File: config.mk
export PLATFORM = sky130hd
export DESIGN_NAME = cfpa_out
export DESIGN_NICKNAME = d
export VERILOG_FILES = /design/src/design/cfpa_pkg.sv /design/src/design/cfpa_out.sv
export SDC_FILE = /design/constraint.sdc
export NUM_CORES = 1
export LEC_CHECK = 0
export BUFFER_PORTS_ARGS = -buffer_cell sky130_fd_sc_hd__buf_2
export CORE_MARGIN = 5
export CORE_UTILIZATION = 42
export DETAILED_ROUTE_END_ITERATION = 10
export GPL_TIMING_DRIVEN = 0
export PLACE_DENSITY = 0.78
export SYNTH_ARGS = -nofsm -noshare
export SYNTH_HDL_FRONTEND = slang
export SYNTH_SLANG_ARGS = --single-unit
File: constraint.sdc
create_clock -name clk -period 0.8 [get_ports clk]
set_input_delay 0.08 -clock clk [delete_from_list [all_inputs] [get_ports clk]]
set_output_delay 0.08 -clock clk [all_outputs]
set_load 0.01 [all_outputs]
File: src/design/cfpa_pkg.sv
// cfpa_pkg: widths, command codes, pipeline word types and saturation helpers
// for the complex fixed-point ALU. No dependencies.

package cfpa_pkg;

    localparam int DATA_W    = 32;              // Q16.16 word width
    localparam int FRAC_BITS = 16;              // fraction bits, 0..30
    localparam int CMD_W     = 3;
    localparam int PROD_W    = 2 * DATA_W;      // one full product
    localparam int SUM_W     = 2 * DATA_W + 2;  // exact sum of two products
    localparam int LIN_W     = DATA_W + 1;      // exact add/sub result
    localparam int RAD_W     = 2 * DATA_W;      // radicand for magnitude
    localparam int ROOT_W    = DATA_W;          // floor sqrt of radicand
    localparam int REM_W     = ROOT_W + 3;      // sqrt partial remainder
    localparam int SQ_STEPS  = 2;               // root bits per sqrt stage
    localparam int SQ_STAGES = ROOT_W / SQ_STEPS;
    localparam int LATENCY   = SQ_STAGES + 4;   // accept edge to result edge

    localparam logic [CMD_W-1:0] CMD_ADD  = 3'd0;
    localparam logic [CMD_W-1:0] CMD_ADDR = 3'd1;
    localparam logic [CMD_W-1:0] CMD_SUB  = 3'd2;
    localparam logic [CMD_W-1:0] CMD_MUL  = 3'd3;
    localparam logic [CMD_W-1:0] CMD_MAG  = 3'd4;

    localparam logic signed [DATA_W-1:0] SAT_MAX = {1'b0, {(DATA_W-1){1'b1}}};
    localparam logic signed [DATA_W-1:0] SAT_MIN = {1'b1, {(DATA_W-1){1'b0}}};

    // saturated value with its clip flag
    typedef struct packed {
        logic                     ovf;
        logic signed [DATA_W-1:0] val;
    } sat_t;

    // per-word results that ride alongside the square-root pipeline
    typedef struct packed {
        logic [CMD_W-1:0]         cmd;
        logic signed [LIN_W-1:0]  lin_re;
        logic signed [LIN_W-1:0]  lin_im;
        logic signed [DATA_W-1:0] mul_re;
        logic signed [DATA_W-1:0] mul_im;
        logic                     mul_ovf;
    } side_t;

    // clip an exact add/sub result: out of range when the top two bits differ
    function automatic sat_t sat_lin(input logic signed [LIN_W-1:0] v);
        sat_t r;
        r.ovf = v[LIN_W-1] ^ v[LIN_W-2];
        if (!r.ovf)
            r.val = v[DATA_W-1:0];
        else if (v[LIN_W-1])
            r.val = SAT_MIN;
        else
            r.val = SAT_MAX;
        return r;
    endfunction

    // clip a shifted product sum: in range when bits above the word are sign copies
    function automatic sat_t sat_sum(input logic signed [SUM_W-1:0] v);
        sat_t r;
        r.ovf = !((&v[SUM_W-1:DATA_W-1]) || !(|v[SUM_W-1:DATA_W-1]));
        if (!r.ovf)
            r.val = v[DATA_W-1:0];
        else if (v[SUM_W-1])
            r.val = SAT_MIN;
        else
            r.val = SAT_MAX;
        return r;
    endfunction

endpackage

File: src/design/cfpa_out.sv
// cfpa_out: per-command result select, final clip and output register.
// Depends on cfpa_pkg.

module cfpa_out import cfpa_pkg::*;
(
    input  logic                     clk,
    input  logic                     rst_n,
    input  logic                     in_valid,
    input  side_t                    in_side,
    input  logic [ROOT_W-1:0]        in_root,
    output logic                     done,
    output logic signed [DATA_W-1:0] r_re,
    output logic signed [DATA_W-1:0] r_im,
    output logic                     overflow
);

    logic                     done_reg;
    logic signed [DATA_W-1:0] r_re_reg, r_re_next, r_im_reg, r_im_next;
    logic                     ovf_reg, ovf_next;
    sat_t                     lin_re_sat, lin_im_sat;

    always_comb
    begin
        lin_re_sat = sat_lin(in_side.lin_re);
        lin_im_sat = sat_lin(in_side.lin_im);
        case (in_side.cmd) inside
            CMD_ADD, CMD_ADDR, CMD_SUB:
            begin
                r_re_next = lin_re_sat.val;
                r_im_next = lin_im_sat.val;
                ovf_next  = lin_re_sat.ovf | lin_im_sat.ovf;
            end
            CMD_MUL:
            begin
                r_re_next = in_side.mul_re;
                r_im_next = in_side.mul_im;
                ovf_next  = in_side.mul_ovf;
            end
            CMD_MAG:
            begin
                // root can reach about 1.41 * 2^31: clip at the top bit
                r_re_next = in_root[ROOT_W-1] ? SAT_MAX : $signed(in_root);
                r_im_next = '0;
                ovf_next  = in_root[ROOT_W-1];
            end
            default:
            begin
                r_re_next = '0;
                r_im_next = '0;
                ovf_next  = 1'b0;
            end
        endcase
    end

    always_ff @(posedge clk or negedge rst_n)
    begin
        if (!rst_n)
            done_reg <= 1'b0;
        else
            done_reg <= in_valid;
    end

    always_ff @(posedge clk)
    begin
        r_re_reg <= r_re_next;
        r_im_reg <= r_im_next;
        ovf_reg  <= ovf_next;
    end

    assign done     = done_reg;
    assign r_re     = r_re_reg;
    assign r_im     = r_im_reg;
    assign overflow = ovf_reg;

endmodule

# == Word level (Yosys, flattened, before mapping) ==
# Cells that the tools add are included.
# word_totals
word_cells,26
ff_bits,66
out_inout_bits,66
inputBits,169
# classes
bitwise_logic,3
n_reduce_logical,2
eq_ne,4
muxes,13
# ops
cell,count
32-bit 2-to-1 mux,8
31-bit 2-to-1 mux,2
3-bit by 2-bit equality test with 1-bit output (second input constant),2
3-bit by 1-bit equality test with 1-bit output (second input constant),1
3-bit equality test (second input constant),1
3-bit zero test,1
1-bit 2-to-1 mux,3
3-bit OR reduction,1
1-bit XOR,2
1-bit bitwise OR,1

# == Depth between registers and ports, before layout ==
# logic_depth
word_depth,4
mapped_depth,7
mapped_depth_nobuf,5

# == Worst setup path after synthesis ==
# OpenSTA, ideal clock, no wires.
# synth_timing
kind,input-to-reg
start,in in_side[129] (netlist bit)
end,"reg r_re_reg[23], in the netlist r_re[23]"
arrival_ps,1229
required_ps,700
path_buffers,2
setup_ps,100
path_stages,6
slack_ps,-529
path_cell_list,inv_1 -> ha_1 -> buf_2 -> clkbuf_1 -> nand2_1 -> a2111oi_4
# synth_between
elab_chain_len,3
# synth_lines
item,line,rtl
"start, declared",cfpa_out.sv:9,"input side_t in_side,"
1-bit XOR,cfpa_pkg.sv:47,r.ovf = v[LIN_W-1] ^ v[LIN_W-2];
32-bit 2-to-1 mux,cfpa_pkg.sv:48,if (!r.ovf)
32-bit 2-to-1 mux,cfpa_out.sv:26,case (in_side.cmd) inside
via r_re_next[23],cfpa_out.sv:18,"logic signed [DATA_W-1:0] r_re_reg, r_re_next, r_im_reg, r_im_next;"
"end signal, assigned",cfpa_out.sv:65,r_re_reg <= r_re_next;
"end, declared",cfpa_out.sv:18,
# The timed path passes the listed nets, and every way through them passes these cells.

# == Final worst setup path ==
# layout_timing
start,in in_side[129] (netlist bit)
end,"reg r_re_reg[9], in the netlist r_re[9]"
# Same word-level chain as after synthesis.

==> metrics.md <==
| Metric | Value |
|---|---|
| Tcrit/Tclk final | `124%` |
| Mapped Area | `3680 um2` |
| Slowest-stage cell, CP | `a2111oi_4` |
| Syn nets | `520` |
| Cell Rows | `34` |
| Routed length per placed instance | `roughly 22 um` |
| Worst Setup Start Kind | `input pin` |
| Vias | `approximately 4,200` |
| Unrepaired setup endpoints after global routing | `true` |
| Core area | `8640 um2` |
| CP Class | `input pin to register` |
| Tot Pwr | `~10 mW` |
| Largest net degree at the start of global routing | `12` |
| TritonCTS clock tree | `done` |
| Via/cell ratio | `5.46` |
| Grt met3 use | `7.59%` |
| Global-route wire length before repair | `23,300 um` |
| Share of layout cells above drive strength 1 | `68.4%` |
| EDFF count, synth | `0` |
| Slew @ Worst Pin | `between 0.5 and 0.6 ns` |
| Layer carrying the most global-route usage | `met2` |
| Placed Area | `5230 um2` |
| Clock transition at the registers of the reported paths | `about 0.08 ns` |
| Syn avg cell area | `10.6 um2` |
| Register area | `1380 um2` |
| Die Height | `104 um` |
| Final WL | `16,800 um` |
| Worst Path Arrival | `roughly 1.2 ns` |
| Slowest cell delay on critical path | `0.38 ns` |
| Max-cap viol count | `0` |
| Number of global-route vias before repair | `between 4,000 and 5,000` |
| Initial drt markers | `157` |
| DPL Wire Length | `around 9600 um` |
| GPL Wtd Cong | `0.794` |
| Fin area | `6950 um2` |
| M2 GR Usage | `46.5%` |
| Hold Fails Final Rpt | `0` |
| Area grow syn2layout | `88.6%` |
| Nets | `829` |
| Input/output buffers | `232` |
| Number of antenna violations at the first check in global routing | `1` |
| Setup violations, final | `120` |
| Synth Flop Type | `dfxtp_1` |
| CTS max path bufs | `2` |
| GR Util met1 | `29.6%` |
| Die area | `~11,000 um2` |
| TritonRoute pass-1 iters | `5` |
| CTS Sinks | `66` |
| Cells after Synth | `between 300 and 400` |
| Register area share after synthesis | `36.0%` |
| Slew Viols, Final | `0` |
| Tmin final | `0.992 ns` |
| Synth warn | `0` |
| Synth cell types | `22` |
| Max Freq | `1010 MHz` |
| Pwr Density | `1510 nW/um2` |
| Post-synth ARST share | `under 10%` |
| Starting density of the core | `42.7%` |
| Slew HR | `66.1%` |
| Worst IR Drop VDD | `0.996 mV` |
| Setup crit end kind | `register` |
| Run status | `complete, but fails checks` |
| # DRC | `0` |
| Total track usage | `about a quarter` |
| Dpl cells | `approximately 690` |
| Area of the multi-input gates | `2640 um2` |
| Antenna fix cells | `0` |
| Post-route ant nets | `0` |
| Cell Chain, Critical Path | `buf_8, inv_6, ha_4, buf_6, clkbuf_16, nand2_4, a2111oi_4` |
| Hold Crit Class | `input pin to register` |
| Die Width | `just over 100 um` |
| Worst Path Max Fanout | `5` |
| #FFs+latches synth | `66` |
| TritonCTS Buffers | `9` |
| Io pins | `approximately 240` |
| Leakage | `2.92 nW` |
| Finished Layout Cells | `769` |
| Failing checks | `setup timing` |
| Congestion Overflow GR | `0` |
| Fill count | `521` |
| H-tree levels | `3` |
| Req. time, crit path | `1.02 ns` |
| Post-route setup slack | `-0.192 ns` |
| Clock root buffer | `clkbuf_8` |
## metal layers
metal / up-vias / wire length (um) / share of wire, %
li1: 1894 / - / -
met1: 1999 / 6130 / 36
met3: 54 / 1350 / 8.1
met4: 2 / 678 / 4.0
met5: - / 7 / 0.042
met2: 248 / 8620 / 51
## synthesized netlist by cell type (3+ instances only)
| library cell | n | area share [%] |
|---|---|---|
| dfxtp_1 | 65 | 35 |
| nor2_1 | 35 | 3.6 |
| nand2_1 | 32 | 3.3 |
| a2111oi_4 | 30 | 22 |
| o2bb2ai_1 | 33 | 7.8 |
| clkbuf_1 | 25 | 2.5 |
| buf_12 | 3 | 1.6 |
| a21oi_1 | 33 | 4.5 |
| inv_1 | 3 | 0.31 |
| ha_1 | 4 | 1.4 |
| o21a_1 | 31 | 6.3 |
| buf_2 | 12 | 1.6 |
| nor3b_1 | 31 | 6.3 |
## per-stage QoR
step                hold slack (ns)  setup WS (ns)  setup TNS, ns  utilization (%)
floorplan                    -0.216         -0.408         -16.93                -
global placement             -0.146         -0.679         -33.72             60.5
detailed placement           -0.143         -0.687         -35.37             60.5
CTS                         0.00450         -0.128          -7.12             75.0
global route              -0.000187         -0.202         -11.06             80.4
finish                      0.00888         -0.192          -8.09             80.4
## final cells by class
type	count	share of cell area [%]
clock buffer	11	2.04
clock inverter	5	0.432
multi-input combinational	237	38.0
timing repair buffer	302	32.4
tap	108	1.95
buffer	37	5.15
inverter	3	0.306
sequential	66	19.8
## logic make-up after synthesis
family / count (synthesis) / share of synthesized area, %
adders and majority gates: 4 / 1.36
DFF: 66 / 36.0
AOI/OAI and AO/OA: 132 / 42.2
buffers and inverters: 44 / 6.42
and+or+nand+nor: 101 / 14.0
## cell usage in the layout, fill, tap and decap left out, drive strengths merged
master and count:
a21oi 33, a31oi 2, clkinv 3, ha 4, a2111oi 31, nor3b 31
clkbuf 41, and2 1, dfrtp 1, nor2 37, nand2 32, inv 3
dlygate4sd3 49, o21a 31, o2bb2ai 33, buf 260, o22ai 1, dfxtp 65
a21o 1, clkinvlp 2
## power breakdown
group	switching, mW	internal [mW]
combinational	1.91	2.15
clock	1.42	1.20
sequential	0.147	3.66
## path summary, 6_finish.rpt
check | startpoint | endpoint | slack, ns | cells after the start
setup / recovery | in_side[129] | r_re[9] | -0.19 | 7
hold / removal | in_side[127] | r_re[29] | 0.009 | 3
max in group asynchronous | rst_n | done | 0.65 | 2
min in group asynchronous | rst_n | done | 0.06 | 2
## worst max-delay path: cells and delay by family
kind,cells,cell delay (ns)
compound gates,1,0.38
buf+inv,4,0.39
fa+ha+maj,1,0.29
simple gates,1,0.06
## repair_timing
| item | in CTS | in global routing |
|---|---|---|
| gates resized for setup | 104 | 102 |
| gates cloned | 6 | 1 |
| hold buffers | 49 | 0 |
| endpoints found under the setup margin | 128 | 128 |
| pin swaps | 14 | 11 |
| hold endpoints to repair | 35 | 0 |
| setup buffers | 13 | 1 |
Power figures use the tool's default switching activity.
