## src/design/cfpa_pkg.sv

```systemverilog
// cfpa_pkg: widths, command codes, pipeline word types and saturation helpers
// for the complex fixed-point ALU. No dependencies.

package cfpa_pkg;

    localparam int DATA_W    = 32;              // Q16.16 word width
    localparam int FRAC_BITS = 16;              // fraction bits, 0..30
    localparam int CMD_W     = 3;
    localparam int PROD_W    = 2 * DATA_W;      // one full product
    localparam int SUM_W     = 2 * DATA_W + 2;  // exact sum of two products
    localparam int LIN_W     = DATA_W + 1;      // exact add/sub result
    localparam int RAD_W     = 2 * DATA_W;      // radicand for magnitude
    localparam int ROOT_W    = DATA_W;          // floor sqrt of radicand
    localparam int REM_W     = ROOT_W + 3;      // sqrt partial remainder
    localparam int SQ_STEPS  = 2;               // root bits per sqrt stage
    localparam int SQ_STAGES = ROOT_W / SQ_STEPS;
    localparam int LATENCY   = SQ_STAGES + 4;   // accept edge to result edge

    localparam logic [CMD_W-1:0] CMD_ADD  = 3'd0;
    localparam logic [CMD_W-1:0] CMD_ADDR = 3'd1;
    localparam logic [CMD_W-1:0] CMD_SUB  = 3'd2;
    localparam logic [CMD_W-1:0] CMD_MUL  = 3'd3;
    localparam logic [CMD_W-1:0] CMD_MAG  = 3'd4;

    localparam logic signed [DATA_W-1:0] SAT_MAX = {1'b0, {(DATA_W-1){1'b1}}};
    localparam logic signed [DATA_W-1:0] SAT_MIN = {1'b1, {(DATA_W-1){1'b0}}};

    // saturated value with its clip flag
    typedef struct packed {
        logic                     ovf;
        logic signed [DATA_W-1:0] val;
    } sat_t;

    // per-word results that ride alongside the square-root pipeline
    typedef struct packed {
        logic [CMD_W-1:0]         cmd;
        logic signed [LIN_W-1:0]  lin_re;
        logic signed [LIN_W-1:0]  lin_im;
        logic signed [DATA_W-1:0] mul_re;
        logic signed [DATA_W-1:0] mul_im;
        logic                     mul_ovf;
    } side_t;

    // clip an exact add/sub result: out of range when the top two bits differ
    function automatic sat_t sat_lin(input logic signed [LIN_W-1:0] v);
        sat_t r;
        r.ovf = v[LIN_W-1] ^ v[LIN_W-2];
        if (!r.ovf)
            r.val = v[DATA_W-1:0];
        else if (v[LIN_W-1])
            r.val = SAT_MIN;
        else
            r.val = SAT_MAX;
        return r;
    endfunction

    // clip a shifted product sum: in range when bits above the word are sign copies
    function automatic sat_t sat_sum(input logic signed [SUM_W-1:0] v);
        sat_t r;
        r.ovf = !((&v[SUM_W-1:DATA_W-1]) || !(|v[SUM_W-1:DATA_W-1]));
        if (!r.ovf)
            r.val = v[DATA_W-1:0];
        else if (v[SUM_W-1])
            r.val = SAT_MIN;
        else
            r.val = SAT_MAX;
        return r;
    endfunction

endpackage

```

## src/design/cfpa_sqrt.sv

```systemverilog
// cfpa_sqrt: pipelined digit-by-digit floor square root, two root bits per stage,
// carrying the side results along. Depends on cfpa_pkg.

module cfpa_sqrt import cfpa_pkg::*;
(
    input  logic              clk,
    input  logic              rst_n,
    input  logic              in_valid,
    input  side_t             in_side,
    input  logic [RAD_W-1:0]  in_rad,
    output logic              out_valid,
    output side_t             out_side,
    output logic [ROOT_W-1:0] out_root
);

    logic              valid_reg [SQ_STAGES];
    side_t             side_reg  [SQ_STAGES];
    logic [REM_W-1:0]  rem_reg   [SQ_STAGES];
    logic [ROOT_W-1:0] root_reg  [SQ_STAGES];
    logic [RAD_W-1:0]  rad_reg   [SQ_STAGES];

    logic              valid_in  [SQ_STAGES];
    side_t             side_in   [SQ_STAGES];
    logic [REM_W-1:0]  rem_in    [SQ_STAGES];
    logic [ROOT_W-1:0] root_in   [SQ_STAGES];
    logic [RAD_W-1:0]  rad_in    [SQ_STAGES];

    logic [REM_W-1:0]  rem_next  [SQ_STAGES];
    logic [ROOT_W-1:0] root_next [SQ_STAGES];
    logic [RAD_W-1:0]  rad_next  [SQ_STAGES];

    for (genvar s = 0; s < SQ_STAGES; s++)
    begin : g_stage
        if (s == 0)
        begin : g_first
            assign valid_in[s] = in_valid;
            assign side_in[s]  = in_side;
            assign rem_in[s]   = '0;
            assign root_in[s]  = '0;
            assign rad_in[s]   = in_rad;
        end
        else
        begin : g_rest
            assign valid_in[s] = valid_reg[s-1];
            assign side_in[s]  = side_reg[s-1];
            assign rem_in[s]   = rem_reg[s-1];
            assign root_in[s]  = root_reg[s-1];
            assign rad_in[s]   = rad_reg[s-1];
        end

        // per root bit: bring down two radicand bits, try (root << 2) | 1 against the remainder
        always_comb
        begin : p_step
            logic [REM_W-1:0]  rem;
            logic [REM_W-1:0]  trial;
            logic [ROOT_W-1:0] root;
            logic [RAD_W-1:0]  rad;
            rem  = rem_in[s];
            root = root_in[s];
            rad  = rad_in[s];
            for (int k = 0; k < SQ_STEPS; k++)
            begin
                rem   = {rem[REM_W-3:0], rad[RAD_W-1 -: 2]};
                rad   = {rad[RAD_W-3:0], 2'b00};
                trial = {1'b0, root, 2'b01};
                if (rem >= trial)
                begin
                    rem  = rem - trial;
                    root = {root[ROOT_W-2:0], 1'b1};
                end
                else
                begin
                    root = {root[ROOT_W-2:0], 1'b0};
                end
            end
            rem_next[s]  = rem;
            root_next[s] = root;
            rad_next[s]  = rad;
        end

        always_ff @(posedge clk or negedge rst_n)
        begin
            if (!rst_n)
                valid_reg[s] <= 1'b0;
            else
                valid_reg[s] <= valid_in[s];
        end

        always_ff @(posedge clk)
        begin
            side_reg[s] <= side_in[s];
            rem_reg[s]  <= rem_next[s];
            root_reg[s] <= root_next[s];
            rad_reg[s]  <= rad_next[s];
        end
    end

    assign out_valid = valid_reg[SQ_STAGES-1];
    assign out_side  = side_reg[SQ_STAGES-1];
    assign out_root  = root_reg[SQ_STAGES-1];

endmodule

```

## config.mk

```make
export PLATFORM = sky130hd
export DESIGN_NAME = cfpa_sqrt
export DESIGN_NICKNAME = d
export VERILOG_FILES = /design/src/design/cfpa_pkg.sv /design/src/design/cfpa_sqrt.sv
export SDC_FILE = /design/constraint.sdc
export NUM_CORES = 2
export LEC_CHECK = 0
export BUFFER_PORTS_ARGS = -buffer_cell sky130_fd_sc_hd__clkbuf_2
export CAP_MARGIN = 20
export CELL_PAD_IN_SITES_DETAIL_PLACEMENT = 0
export CELL_PAD_IN_SITES_GLOBAL_PLACEMENT = 2
export CORE_UTILIZATION = 40
export DETAILED_ROUTE_END_ITERATION = 10
export GPL_TIMING_DRIVEN = 0
export PLACE_DENSITY_LB_ADDON = 0.3
export SLEW_MARGIN = 20
export SYNTH_ARGS = -nofsm -noshare
export SYNTH_HDL_FRONTEND = slang
export SYNTH_MEMORY_MAX_BITS = 65536
export SYNTH_SLANG_ARGS = --single-unit
export TNS_END_PERCENT = 5
```

## constraint.sdc

```tcl
create_clock -name clk -period 15.3 [get_ports clk]
set_clock_uncertainty 0.1 [all_clocks]
set_input_delay 0.765 -clock clk [delete_from_list [all_inputs] [get_ports clk]]
set_output_delay 0.765 -clock clk [all_outputs]
set_load 0.01 [all_outputs]
```

== After elaboration in Yosys (flattened, before gate mapping) ==
Memory sizes are Yosys's and may differ from the RTL's.
Index checks and enable logic that the tools add are counted.

* Register bits: 16
* Bits in writable memories: 4176
* Bits of input ports: 201
* Output and inout bits: 167
* Logic and storage cells: 148
* Memories: 4

{| class="wikitable"
|+ Memory list
! name !! depth !! width !! rd ports !! clocked after memory_dff !! write ports !! RTL line !! source
|-
| side_reg || 16 || 134 || 16 || 0 || 16 || cfpa_sqrt.sv:17 || <nowiki>side_t side_reg [SQ_STAGES];</nowiki>
|-
| rad_reg || 16 || 60 || 15 || 0 || 16 || cfpa_sqrt.sv:20 || <nowiki>logic [RAD_W-1:0] rad_reg [SQ_STAGES];</nowiki>
|-
| rem_reg || 16 || 35 || 15 || 0 || 16 || cfpa_sqrt.sv:18 || <nowiki>logic [REM_W-1:0] rem_reg [SQ_STAGES];</nowiki>
|-
| root_reg || 16 || 32 || 16 || 0 || 16 || cfpa_sqrt.sv:19 || <nowiki>logic [ROOT_W-1:0] root_reg [SQ_STAGES];</nowiki>
|}

* Add/sub/neg operators: 32
* Order comparisons: 32
* Multiplexer cells: 64

{| class="wikitable"
|+ Operator list
! cell !! number
|-
| $ge 35x34->1 || 30
|-
| $mux 35 || 16
|-
| $mux 33 || 16
|-
| $sub 35x34->35 || 15
|-
| $sub 33x33->33 || 15
|-
| $ge 35x3->1 || 1
|-
| $sub 35x3->35 || 1
|-
| $mux 1 || 32
|-
| $sub 2x1->3 const B || 1
|-
| $ge 2x1->1 const B || 1
|}

== Depth between registers and ports, before layout ==
An unclocked memory read counts as a cell.

* Word-level depth: 5
* Gate-level depth with buffers: 29

== Worst setup path before layout ==
Ideal clock, no wire load.

* Kind: flip-flop to flip-flop
* Start: memory root_reg[1][116] (netlist bit)
* End: memory rem_reg[1][163] (netlist bit)
* Library setup time: 0.070 ns
* Arrival: 5.994 ns
* Data required time: 15.130 ns
* Slack: 9.136 ns
* Stages on the path, launching flop included: 29
* Path buffers: 7
* Cells stage by stage: dfxtp_1 -> inv_1 -> ha_1 -> a21o_1 -> a21oi_1 -> a21oi_1 -> or4_1 -> or2_2 -> clkbuf_1 -> inv_1 -> clkbuf_1 -> clkbuf_1 -> nor2_1 -> nor2_1 -> ha_1 -> clkbuf_1 -> a21o_1 -> a21o_1 -> a21oi_1 -> o21ai_0 -> o31ai_1 -> a21oi_1 -> nor4_1 -> and2_1 -> clkbuf_1 -> inv_1 -> clkbuf_1 -> clkbuf_1 -> a21oi_1

{| class="wikitable"
|+ RTL lines
! what !! RTL line
|-
| from (decl) || cfpa_sqrt.sv:19
|-
| to (decl) || cfpa_sqrt.sv:18
|}

==> impl_metrics.env <==
export IMPL_clock_root_buffer="clkbuf_16"
export IMPL_hold_start="in_rad[60]"
export IMPL_min_path_cells=3
export IMPL_yosysTopAreaCell="dfxtp_1"
export IMPL_crit_start="root_reg[1][97]"
export IMPL_initial_core_util_pct=40.3
export IMPL_htreeDepth=5
export IMPL_drive_above_1_share_pct=9.77
export IMPL_stdcell_count=15072
export IMPL_yosys_warnings=0
export IMPL_r2r_end="rem_reg[1][154]"
export IMPL_dpl_cell_area_sq_um=118000
export IMPL_min_to="rem_reg[0][0]"
export IMPL_track_usage_pct=18.8
export IMPL_p_per_area_nw_per_um2=172
export IMPL_hpwlAfterDp_um=208000
export IMPL_final_net_count=11857
export IMPL_hold_class="input port to register"
export IMPL_cts_tree="done"
export IMPL_cts_buffer_depth=4
export IMPL_drt_vias_per_instance=4.93
export IMPL_cts_sinks=3385
export IMPL_final_area_sq_um=131000
export IMPL_die_x_um=530
export IMPL_cts_resized=0
export IMPL_drt_pre_antenna_iters=6
export IMPL_status="finished clean"
export IMPL_route_detailed_drc=0
export IMPL_gp_congestion=0.889
export IMPL_num_vias=74272
export IMPL_arrival_ps=10880
export IMPL_post_route_util_pct=47.5
export IMPL_cts_hold_buf=200
export IMPL_grt_pass1_wl_um=415000
export IMPL_total_leakage_power_nw=58.2
export IMPL_avgRoutedWirePerCell_um=18.0
export IMPL_drtIter0Drc=4437
export IMPL_syn_area_per_cell_sq_um=10.9
export IMPL_wl_um=272000
export IMPL_grt_ovfl_total=0
export IMPL_synthArstFlopShare_pct=0.473
export IMPL_finalHoldViolations=0
export IMPL_postSynthCellCount=10202
export IMPL_worstMarginPinSlew_ps=1090
export IMPL_seq_area_frac_synth_pct=60.7
export IMPL_grt_max_degree=17
export IMPL_grt_pass1_vias=72801
export IMPL_multiInputGateArea_sq_um=41300
export IMPL_slew_viol_final=0
export IMPL_ff2ff_path_depth=26
export IMPL_worst_setup_path_end_kind="register"
export IMPL_antenna_found_initial=14
export IMPL_synthFlopType="dfxtp_1"
export IMPL_final_setup_tns_ps=0
export IMPL_synth_edff_count=0
export IMPL_synth_common_cells="3369 x dfxtp_1, 699 x nor2_1, 674 x a21oi_1"
export IMPL_clk_latency_ps=910
export IMPL_dieArea_sq_um=281000
export IMPL_ant_nets=0
export IMPL_crit_fanout=10
export IMPL_path_clk_slew_ps=60
export IMPL_final_seq_area_sq_um=67800
export IMPL_dpl_cell_count=14276
export IMPL_post_cts_buffers=0
export IMPL_io_pins=368
export IMPL_critical_path_class="register to register"
export IMPL_max_freq_ghz=0.0977
export IMPL_num_fill_cells=25329
export IMPL_area_growth_synth_to_final_pct=17.7
export IMPL_ys_types=102
export IMPL_numCtsBuffers=326
export IMPL_synth_area_sq_um=112000
export IMPL_core_sq_um=277000
export IMPL_fp_dieH_um=530
export IMPL_cap_viol_max_count=0
export IMPL_rsz0062_at_grt="no"
export IMPL_required_ps=15940
export IMPL_finalSetupViolCount=0
export IMPL_holdWs_ps=143
export IMPL_worst_r2r_setup_slack_ps=5060
export IMPL_fin_crit_ps=10240
export IMPL_synth_most_common_cell="dfxtp_1"
export IMPL_port_buffers=367
export IMPL_synth_seq_cells=3385
export IMPL_largest_register_ffs=2144
export IMPL_post_route_period_util_pct=66.9
export IMPL_crit_path_start_kind="register"
export IMPL_synth_top_cells_by_area="dfxtp_1 60%, ha_1 6.2%, xnor2_1 3.7%"
export IMPL_peakVddDrop_uv=148
export IMPL_row_count=193
export IMPL_max_slew_margin_pct=26.6
export IMPL_yosysTopAreaCellShare_pct=60.4
export IMPL_r2r_start="root_reg[1][97]"
cell usage in the layout (no fill, tap or decap), drive strengths merged, types with 81 or more instances in the layout:
master and n:
o21a 84, a21o 278, nor2 699, xor2 287
nand4 105, inv 475, clkinv 81, ha 557
clkbuf 1019, or3 96, nor3 222, o21ai 424
nor2b 91, nand3 196, a21oi 674, dlygate4sd3 200
xnor2 471, dfxtp 3369, nor4 112, nand2 592
cell families (layout without fill, tap and decap cells):
group / after synthesis / count (layout) / synth area share, %
AO/OA/AOI/OAI: 2104 / 2104 / 12.0
XOR/XNOR: 758 / 758 / 5.94
adder cells (fa/ha/maj): 557 / 557 / 6.24
buffers and inverters: 693 / 1850 / 2.36
flip-flops: 3385 / 3385 / 60.7
multiplexers: 86 / 86 / 0.847
other: 1 / 9 / 0.00336
AND/OR/NAND/NOR: 2618 / 2618 / 11.8
worst max-delay path by stage:
| stage | cells after the start | endpoint |
|---|---|---|
| after floorplan | 28 | rem_reg[1][163] |
| after detailed placement | 26 | rem_reg[1][161] |
| final | 26 | rem_reg[1][154] |
| after global routing | 26 | rem_reg[1][161] |
| after CTS | 26 | rem_reg[1][161] |
| after global placement | 26 | rem_reg[1][155] |
area by class of cell:
class,count,share of cell area (%)
clock inverter,139,1.49
multi-input combinational,6126,31.4
timing repair buffer,567,2.92
buffer,235,0.694
clock buffer,451,7.08
tap,3705,3.53
sequential,3385,51.6
inverter,458,1.31
antenna,6,0.0114
through the flow:
| stage | worst slack (ps) | power [W] |
|---|---|---|
| floorplan | 9140 | 0.0133 |
| global placement | 4970 | 0.0146 |
| detailed placement | 4990 | 0.0146 |
| CTS | 4970 | 0.0229 |
| global route | 4550 | 0.0239 |
| finish | 5060 | 0.0227 |
layer usage:
| metal | part of all wire [%] | vias up | global-route usage [%] |
|---|---|---|---|
| met5 | 0.013 | - | 0 |
| met4 | 2.8 | 6 | 5.61 |
| met3 | 5.5 | 438 | 3.54 |
| met2 | 44 | 1766 | 29.7 |
| met1 | 48 | 34827 | 25.9 |
| li1 | - | 37235 | - |
worst max-delay path, stage by stage (launching register included):
cell      delay [ps]
dfxtp_1          460
inv_1            180
ha_1             380
o21ai_0          190
a22oi_1          170
a211oi_1         950
o22ai_1          540
or2_2            420
clkbuf_1         380
inv_1            310
clkbuf_1         600
clkbuf_1         610
o21ai_0          320
ha_1             400
nand3_1          220
o221a_2          250
nand3b_1          80
o2111a_1         280
o31ai_1          430
a21oi_1          240
nor4_1           440
and2_1           180
clkbuf_1         550
inv_1            190
clkbuf_1         360
clkbuf_1         470
a21oi_1          420
power breakdown:
group / total, W / internal, W / switching, W / leakage, nW
registers: 0.0102 / 0.00968 / 0.000547 / 28.5
clock network: 0.00815 / 0.00474 / 0.00341 / 5.47
logic: 0.00430 / 0.00170 / 0.00261 / 24.2
total: 0.0227 / 0.0161 / 0.00656 / 58.2
Note: power is estimated with default switching activity, not from simulation.
